<file path="src/sv/odo_pkg.sv">
// Shared types, constants and tables for the differential-drive odometry block.
package odo_pkg;

   // Number of CORDIC rotations per heading.
   localparam int CORDIC_STEPS = 24;
   localparam int STEP_W = $clog2(CORDIC_STEPS);

   // Shared divider geometry.
   localparam int DIV_W = 48;
   localparam int DVS_W = 31;
   localparam int DIV_CNT_W = $clog2(DIV_W);

   // Angle constants: Q3.28 for headings, Q2.30 inside the CORDIC.
   localparam logic [30:0] PI_Q28 = 31'd843314857;
   localparam logic [30:0] TWO_PI_Q28 = 31'd1686629714;
   localparam logic signed [33:0] HALF_PI_Q30 = 34'sd1686629713;
   localparam logic signed [33:0] PI_Q30 = 34'sd3373259426;
   localparam logic signed [33:0] CORDIC_K_Q30 = 34'sd652032874;

   // Reciprocal of a full turn scaled by 2^62, rounded down so that the
   // quotient estimate is never too large and at most one short.
   localparam logic [31:0] TWO_PI_RCP = 32'd2734261000;

   // Configuration register indexes and reset values.
   localparam logic CSR_RADIUS = 1'b0;
   localparam logic CSR_GAIN = 1'b1;
   localparam logic [15:0] RADIUS_RESET = 16'd100;
   localparam logic [17:0] GAIN_RESET = 18'd65536;

   localparam logic FUNC_STEP = 1'b0;
   localparam logic FUNC_LOAD = 1'b1;

   typedef enum logic [3:0] {
      ST_IDLE,
      ST_PROD,
      ST_DIV_GO,
      ST_DIV_WAIT,
      ST_MOD_ABS,
      ST_MOD_RCP,
      ST_MOD_MUL,
      ST_MOD_SUB,
      ST_MOD_FIX,
      ST_CORD_INIT,
      ST_CORD,
      ST_MULX,
      ST_MULY,
      ST_DONE
   } state_type;

   // Request into the shared divider.
   typedef struct packed {
      logic start;
      logic [DIV_W-1:0] dividend;
      logic [DVS_W-1:0] divisor;
   } div_req_type;

   // Result out of the shared divider.
   typedef struct packed {
      logic done;
      logic [DIV_W-1:0] quotient;
      logic [DVS_W-1:0] remainder;
   } div_rsp_type;

   // Arctangent of 2^-i in Q2.30.
   function automatic logic signed [33:0] atan_q30(input logic [STEP_W-1:0] i);
      logic signed [33:0] r;
      begin
         unique case (i)
            5'd0: r = 34'sd843314857;
            5'd1: r = 34'sd497837829;
            5'd2: r = 34'sd263043837;
            5'd3: r = 34'sd133525159;
            5'd4: r = 34'sd67021687;
            5'd5: r = 34'sd33543516;
            5'd6: r = 34'sd16775851;
            5'd7: r = 34'sd8388437;
            5'd8: r = 34'sd4194283;
            5'd9: r = 34'sd2097149;
            5'd10: r = 34'sd1048576;
            5'd11: r = 34'sd524288;
            5'd12: r = 34'sd262144;
            5'd13: r = 34'sd131072;
            5'd14: r = 34'sd65536;
            5'd15: r = 34'sd32768;
            5'd16: r = 34'sd16384;
            5'd17: r = 34'sd8192;
            5'd18: r = 34'sd4096;
            5'd19: r = 34'sd2048;
            5'd20: r = 34'sd1024;
            5'd21: r = 34'sd512;
            5'd22: r = 34'sd256;
            5'd23: r = 34'sd128;
            5'd24: r = 34'sd64;
            5'd25: r = 34'sd32;
            5'd26: r = 34'sd16;
            5'd27: r = 34'sd8;
            5'd28: r = 34'sd4;
            5'd29: r = 34'sd2;
            default: r = 34'sd0;
         endcase
         return r;
      end
   endfunction

endpackage

</file>
<file path="src/sv/odo_div.sv">
// Restoring divider, one quotient bit per cycle, for the heading change.
module odo_div
   import odo_pkg::*;
(
   input  logic        clock,
   input  logic        reset,
   input  div_req_type req,
   output div_rsp_type rsp
);

   logic busy_ff, busy_in;
   logic done_ff, done_in;
   logic [DIV_CNT_W-1:0] cnt_ff, cnt_in;
   logic [DIV_W-1:0] quo_ff, quo_in;
   logic [DVS_W-1:0] rem_ff, rem_in;
   logic [DVS_W-1:0] dvs_ff, dvs_in;
   logic [DVS_W:0] trial;
   logic fits;

   // One shift, compare and subtract step.
   always_comb begin
      trial = {rem_ff, quo_ff[DIV_W-1]};
      fits = (trial >= {1'b0, dvs_ff});
      busy_in = busy_ff;
      done_in = 1'b0;
      cnt_in = cnt_ff;
      quo_in = quo_ff;
      rem_in = rem_ff;
      dvs_in = dvs_ff;
      if (req.start) begin
         busy_in = 1'b1;
         cnt_in = '0;
         quo_in = req.dividend;
         rem_in = '0;
         dvs_in = req.divisor;
      end else if (busy_ff) begin
         quo_in = {quo_ff[DIV_W-2:0], fits};
         rem_in = fits ? DVS_W'(trial - {1'b0, dvs_ff}) : trial[DVS_W-1:0];
         cnt_in = cnt_ff + 1'b1;
         if (cnt_ff == DIV_CNT_W'(DIV_W - 1)) begin
            busy_in = 1'b0;
            done_in = 1'b1;
         end
      end
   end

   // Control state.
   always_ff @(posedge clock) begin
      if (reset) begin
         busy_ff <= 1'b0;
         done_ff <= 1'b0;
      end else begin
         busy_ff <= busy_in;
         done_ff <= done_in;
      end
   end

   // Operand and partial result registers.
   always_ff @(posedge clock) begin
      cnt_ff <= cnt_in;
      quo_ff <= quo_in;
      rem_ff <= rem_in;
      dvs_ff <= dvs_in;
   end

   assign rsp.done = done_ff;
   assign rsp.quotient = quo_ff;
   assign rsp.remainder = rem_ff;

endmodule

</file>
<file path="config.mk">
export PLATFORM = sky130hd
export DESIGN_NAME = odo_div
export DESIGN_NICKNAME = d
export VERILOG_FILES = /design/src/sv/odo_pkg.sv /design/src/sv/odo_div.sv
export SDC_FILE = /design/constraint.sdc
export NUM_CORES = 1
export LEC_CHECK = 0
export BUFFER_PORTS_ARGS = -buffer_cell sky130_fd_sc_hd__buf_2
export CORE_ASPECT_RATIO = 0.8
export CORE_UTILIZATION = 40
export DETAILED_ROUTE_END_ITERATION = 7
export HOLD_SLACK_MARGIN = 0.03
export PLACE_DENSITY = 0.7
export SLEW_MARGIN = 5
export SYNTH_ARGS = -nofsm -noshare
export SYNTH_HDL_FRONTEND = slang
export SYNTH_SLANG_ARGS = --single-unit
</file>
<file path="constraint.sdc">
create_clock -name clock -period 4.95 [get_ports clock]
set_clock_uncertainty 0.2 [all_clocks]
set_input_delay 0.495 -clock clock [delete_from_list [all_inputs] [get_ports clock]]
set_output_delay 0.495 -clock clock [all_outputs]
set_load 0.02 [all_outputs]
</file>
Word-level counts from Yosys, hierarchy flattened. Cells that the tools add are included.

Flip-flop bits (word level): 118. Bits in latches: 0. Memory bits (writable): 0. Bits in read-only memories: 0. Bits of input ports: 82. Logic and storage cells: 20. Memories kept: 0.

Add/subtract/negate cells: 2. Multipliers: 0. Div/mod/pow operators: 0. $lt $le $gt $ge: 1. Equality and inequality tests: 1. Shift-type cells: 0. Muxes and demuxes: 7. Bitwise logic cells: 1. Reductions and logical operators: 2.

Operators by type and width (number): 48-bit 2-to-1 mux (2); 32-bit by 31-bit greater-or-equal comparator with 1-bit output (1); 31-bit 2-to-1 mux (1); 31-bit subtractor (1); 6-bit by 1-bit adder with 6-bit output (second input constant) (1); 6-bit == test (second input constant) (1); 1-bit 2-to-1 mux (4); 3-bit OR reduction (1); 2-bit nonzero test (1); 1-bit NOT (1).

Depth between registers and ports, before layout.
Depth after elaboration: 4. Mapped depth: 13. Gate-level depth less buffers: 12.

Worst setup path before layout. Ideal clock, no wire load.

Kind: reg2reg. From: register quo_ff[47]. To: register quo_ff[0], data pin. Setup time: 0.270 ns. Data arrival time: 2.847 ns. Data required time: 4.480 ns. Slack: 1.633 ns. Stages on the path, launching flop included: 13. Path buffers: 2. Path through: edfxtp_1 inv_1 ha_1 fa_1 nor2b_4 o2111a_1 o311ai_2 a21oi_1 o41a_1 nor4_4 buf_4 buf_2 mux2i_1.

Cells in the longest elaborated chain, start to end: 3.

Ends and longest elaborated chain: start: declaration (RTL line odo_div.sv:14) `logic [DIV_W-1:0] quo_ff, quo_in;`; start signal: assignment (RTL line odo_div.sv:61) `quo_ff <= quo_in;`; 32-bit by 31-bit greater-or-equal comparator with 1-bit output (RTL line odo_div.sv:23) `fits = (trial >= {1'b0, dvs_ff});`; 48-bit 2-to-1 mux (RTL line odo_div.sv:36) `end else if (busy_ff) begin`; 48-bit 2-to-1 mux (RTL line odo_div.sv:30) `if (req.start) begin`; via quo_in[0] (RTL line odo_div.sv:14).

The timed path passes the listed nets, and every way through them passes these cells. The select of a mux whose other input is x is not followed. A chain may end at the register's enable or synchronous reset.

Worst setup path after layout.
From: register quo_ff[47]. To: register rem_ff[7].

Cells in the longest elaborated chain, start to end: 2.

Ends and longest elaborated chain: 31-bit subtractor / 32-bit by 31-bit greater-or-equal comparator with 1-bit output (equally long branches) (RTL line odo_div.sv:38, odo_div.sv:23); 31-bit 2-to-1 mux * (RTL line odo_div.sv:38) `rem_in = fits ? DVS_W'(trial - {1'b0, dvs_ff}) : trial[DVS_W-1:0];`; end signal: assignment (RTL line odo_div.sv:62) `rem_ff <= rem_in;`; end: declaration (RTL line odo_div.sv:15) `logic [DVS_W-1:0] rem_ff, rem_in;`.

Mark *: on every way between the ends. The rest lies on a longest branch, timed or not.

==> flow_results.org <==
** Die
- Die Y :: 115 um
- Effective utilization at floorplan :: 41.7%
- # IOs :: 162
- Die outline width :: around 140 um
- Die area :: 16500 um2
- FP Rows :: 40
- The floorplan step defined a core boundary enclosing 15300 um2.

** Final layout
- Share of cells above drive strength 1 :: about a third
- The layout has between 1000 and 1500 filler cells.
- Total inserted antenna cells :: 0
- The final layout contains just under 900 nets.
- The library cells used most frequently in the layout, excluding fill and tap cells, are buf_2, edfxtp_1, nor2_1.
- Leaving out fill and tap cells, the most frequent cell in the layout is buf_2.
- Area added between synthesis and finish :: 24.2%
- Cell Count, Final, Fillers Out :: a little under 1000

** Synth
- Synth warn :: 0
- In this run, synthesis produced a sequential element count of between 100 and 150.
- In this run, synthesis inferred between 70 and 80 flip-flops with an integrated enable.
- Predominant post-synthesis flop cell :: edfxtp_1
- The cell count after synthesis came out at approximately 600.
- For this run, asynchronously set or reset flops after synthesis account for 0%.
- Summing the sequential cell areas from Yosys gives roughly half of the chip area.
- After synthesis the cells add up to around 6400 um2.
- Count of cell types in the netlist :: 58
- Averaged over all synthesized cells, the footprint is 10.7 um2.
- Post-Syn Nets :: between 700 and 800

** Timing
- Min Tclk post-route :: around 3800 ps
- At the pin with the least slew margin, the transition time is around 1000 ps.
- Final period util :: between 70% and 80%
- Slew Limit Headroom :: 32.2%
- Count of final max-slew check failures :: 0
- Final setup violating endpoints :: 0
- Static timing analysis puts the maximum clock frequency at 262 MHz.
- After routing, the total negative slack on setup checks comes to 0 ps.
- Setup repair after global routing left no endpoint under its margin.
- Final number of hold-violating endpoints :: 0

** Clocking
- Buffers inserted to repair hold after CTS numbered 0.
- CTS tree :: yes
- Clock-pin slew was measured on the worst setup and hold paths at roughly 50 ps.
- H-tree lvl count :: 4
- TritonCTS created 17 clock buffers.
- The clock reaches the later pin of the worst-skew pair after just over 400 ps.
- CTS root buf :: clkbuf_16
- Post-cts repair resize count :: 0
- Clock buffer depth :: 2
- After clock tree synthesis, the setup repair step added 0 buffers.
- CTS sink count :: between 100 and 150

** Worst setup path
- Startpoint type of the worst setup path :: register
- In this run the worst path has a maximum fanout of 19.
- Type of destination of the critical path :: register
- Critical register-to-register path startpoint :: quo_ff[47]
- WP data arrival :: between 3000 and 4000 ps
- The setup path with the least slack is of type reg2reg.
- Data on the critical path is required at its endpoint by 4990 ps.
- Worst setup path startpoint :: quo_ff[47]

** GRT
- Number of antenna violations at the first check in global routing :: 0
- Entering global routing, the biggest net connects 80 pins.
- Wire length of the first global-routing pass :: between 20000 and 25000 um
- In the global route stage, overall resource usage came out at 19.3%.
- Via count of the first global-routing pass :: 4723
- Remaining global-route overflow :: 0

** Hold path
- The worst hold path belongs to the class in2reg.
- Critical hold path startpoint :: reset

** Routing
- Once detail routing completed, the nets flagged for antenna violations numbered 0.
- Drc violations :: 0
- WL final :: 15300 um
- Initial detailed-routing violation count :: about 280
- For this block, the via count after detailed routing is approximately 5000.
- After detailed routing, the average wire length per cell comes to around 16 um.
- Using the TritonRoute via totals, the vias-per-cell ratio works out to between 5 and 6.
- Number of iterations in the first detailed-routing pass :: 5

** Power
- Net switching is 28.3% of the power.
- Combinational fraction of design power :: 20.6%
- Internal power :: between 2 and 2.5 mW
- Power spread over the standard cell area amounts to 374 nW/um2.
- IR analysis of the VDD net gives a maximum drop of 0.254 mV.
- Switch Pwr :: between 0.8 and 0.9 mW
- Flop pwr share :: between 40% and 50%
- The clock network is responsible for between 30% and 40% of the overall power.
- In this run the static leakage power is about 3.5 nW.

** Place
- Inst Count DP :: between 900 and 1000
- Final weighted congestion of routability-driven global placement :: slightly below 0.9
- Post-detail-place hpwl :: between 10000 and 15000 um
- Buffers placed on the I/O ports in this run total approximately 160.

** Job
- The tool flagged a number of max-cap violations equal to 0.

** Status
- Status :: finished, final reports clean
-- critical path, stage by stage, from the launching register on --
cell and delay [ps]:
edfxtp_1 400, inv_1 70, ha_1 180, fa_1 250
nor2b_4 60, o2111a_1 250, o311ai_2 250, a21oi_1 190
o41a_1 430, nor4_4 660, buf_4 390, mux2i_1 230
a211oi_1 90
-- layout make-up --
cell class,instances,area [um2],share of cell area (%)
Multi-Input combinational cell,408,2950,37.3
Inverter,41,154,1.94
Clock inverter,9,77.6,0.979
Timing Repair Buffer,166,846,10.7
Sequential cell,118,3150,39.8
Clock buffer,23,478,6.03
Tap cell,210,263,3.32
-- metrics by stage --
stage	hold WS [ps]	cell area (um2)	worst slack [ps]	utilization, %	power [mW]
floorplan	258	6380	1630	-	1.64
global placement	275	7370	1260	48.1	1.83
CTS	32.1	7920	1080	51.7	2.99
finish	55.1	7920	1130	51.7	2.96
detailed placement	283	7370	1090	48.1	1.83
global route	38.7	7920	799	51.7	3.10
-- final timing paths --
path	endpoint	slack, ps	cells after the start
max	rem_ff[7]	1130	12
min	busy_ff	60	2
max reg2reg	rem_ff[7]	1130	12
min reg2reg	cnt_ff[5]	290	2
-- synth_stat cells, types with 2 or more instances --
cell,n,area share (%)
nand2_1,34,2.0
a22oi_1,2,0.24
buf_4,3,0.35
a32oi_1,6,0.82
nor4_1,2,0.20
ha_1,32,6.3
a21boi_0,2,0.24
o21ai_1,3,0.24
or2_2,2,0.20
nor2b_1,6,0.59
dfxtp_1,39,12
and4_1,4,0.55
a311oi_1,3,0.41
a21o_1,8,0.94
o21bai_1,2,0.24
mux2i_1,13,2.0
a211oi_1,19,2.2
a22o_1,2,0.27
nand2b_1,6,0.59
xor2_1,20,2.7
a21oi_1,43,3.4
mux2_2,48,8.5
xnor2_1,8,1.1
buf_1,2,0.12
nand4_1,5,0.49
clkbuf_1,19,1.1
edfxtp_1,79,37
inv_1,41,2.4
nor3_1,12,0.94
nor2_1,56,3.3
buf_2,2,0.16
o21a_1,6,0.71
nand3_1,4,0.31
o31ai_1,7,0.82
o21ai_0,29,2.3
and3_1,3,0.29
-- power by group through the flow --
stage	combinational (mW)	clock (mW)	sequential, mW
CTS	0.611	1.17	1.21
detailed placement	0.606	0	1.23
global placement	0.602	0	1.22
global route	0.675	1.21	1.22
finish	0.611	1.14	1.21
floorplan	0.355	0	1.29
-- state kept, by name, summed over array words and instances, names as in the netlist --
name,flops
rem_ff,31
done_ff,1
quo_ff,48
dvs_ff,31
busy_ff,1
cnt_ff,6
-- metal layers --
layer	GRT usage (%)	routed length [um]	vias up
met3	5.33	889	12
met4	6.52	177	0
met5	0	0	-
met2	28.3	6800	123
met1	27.3	7470	2330
li1	-	-	2516
-- cells by family (layout without fill, tap and decap cells) --
kind of cell             after synthesis  count (layout)  share of synthesized area, %
AO/OA/AOI/OAI                        147             147                          15.0
XOR/XNOR                              28              28                          3.84
adder cells (fa/ha/maj)               33              33                          6.59
buffers and inverters                 68             239                          4.33
flip-flops                           118             118                          49.4
multiplexers                          61              61                          10.5
AND/OR/NAND/NOR                      139             139                          10.3
No activity file was read; power rests on OpenSTA's default activity.
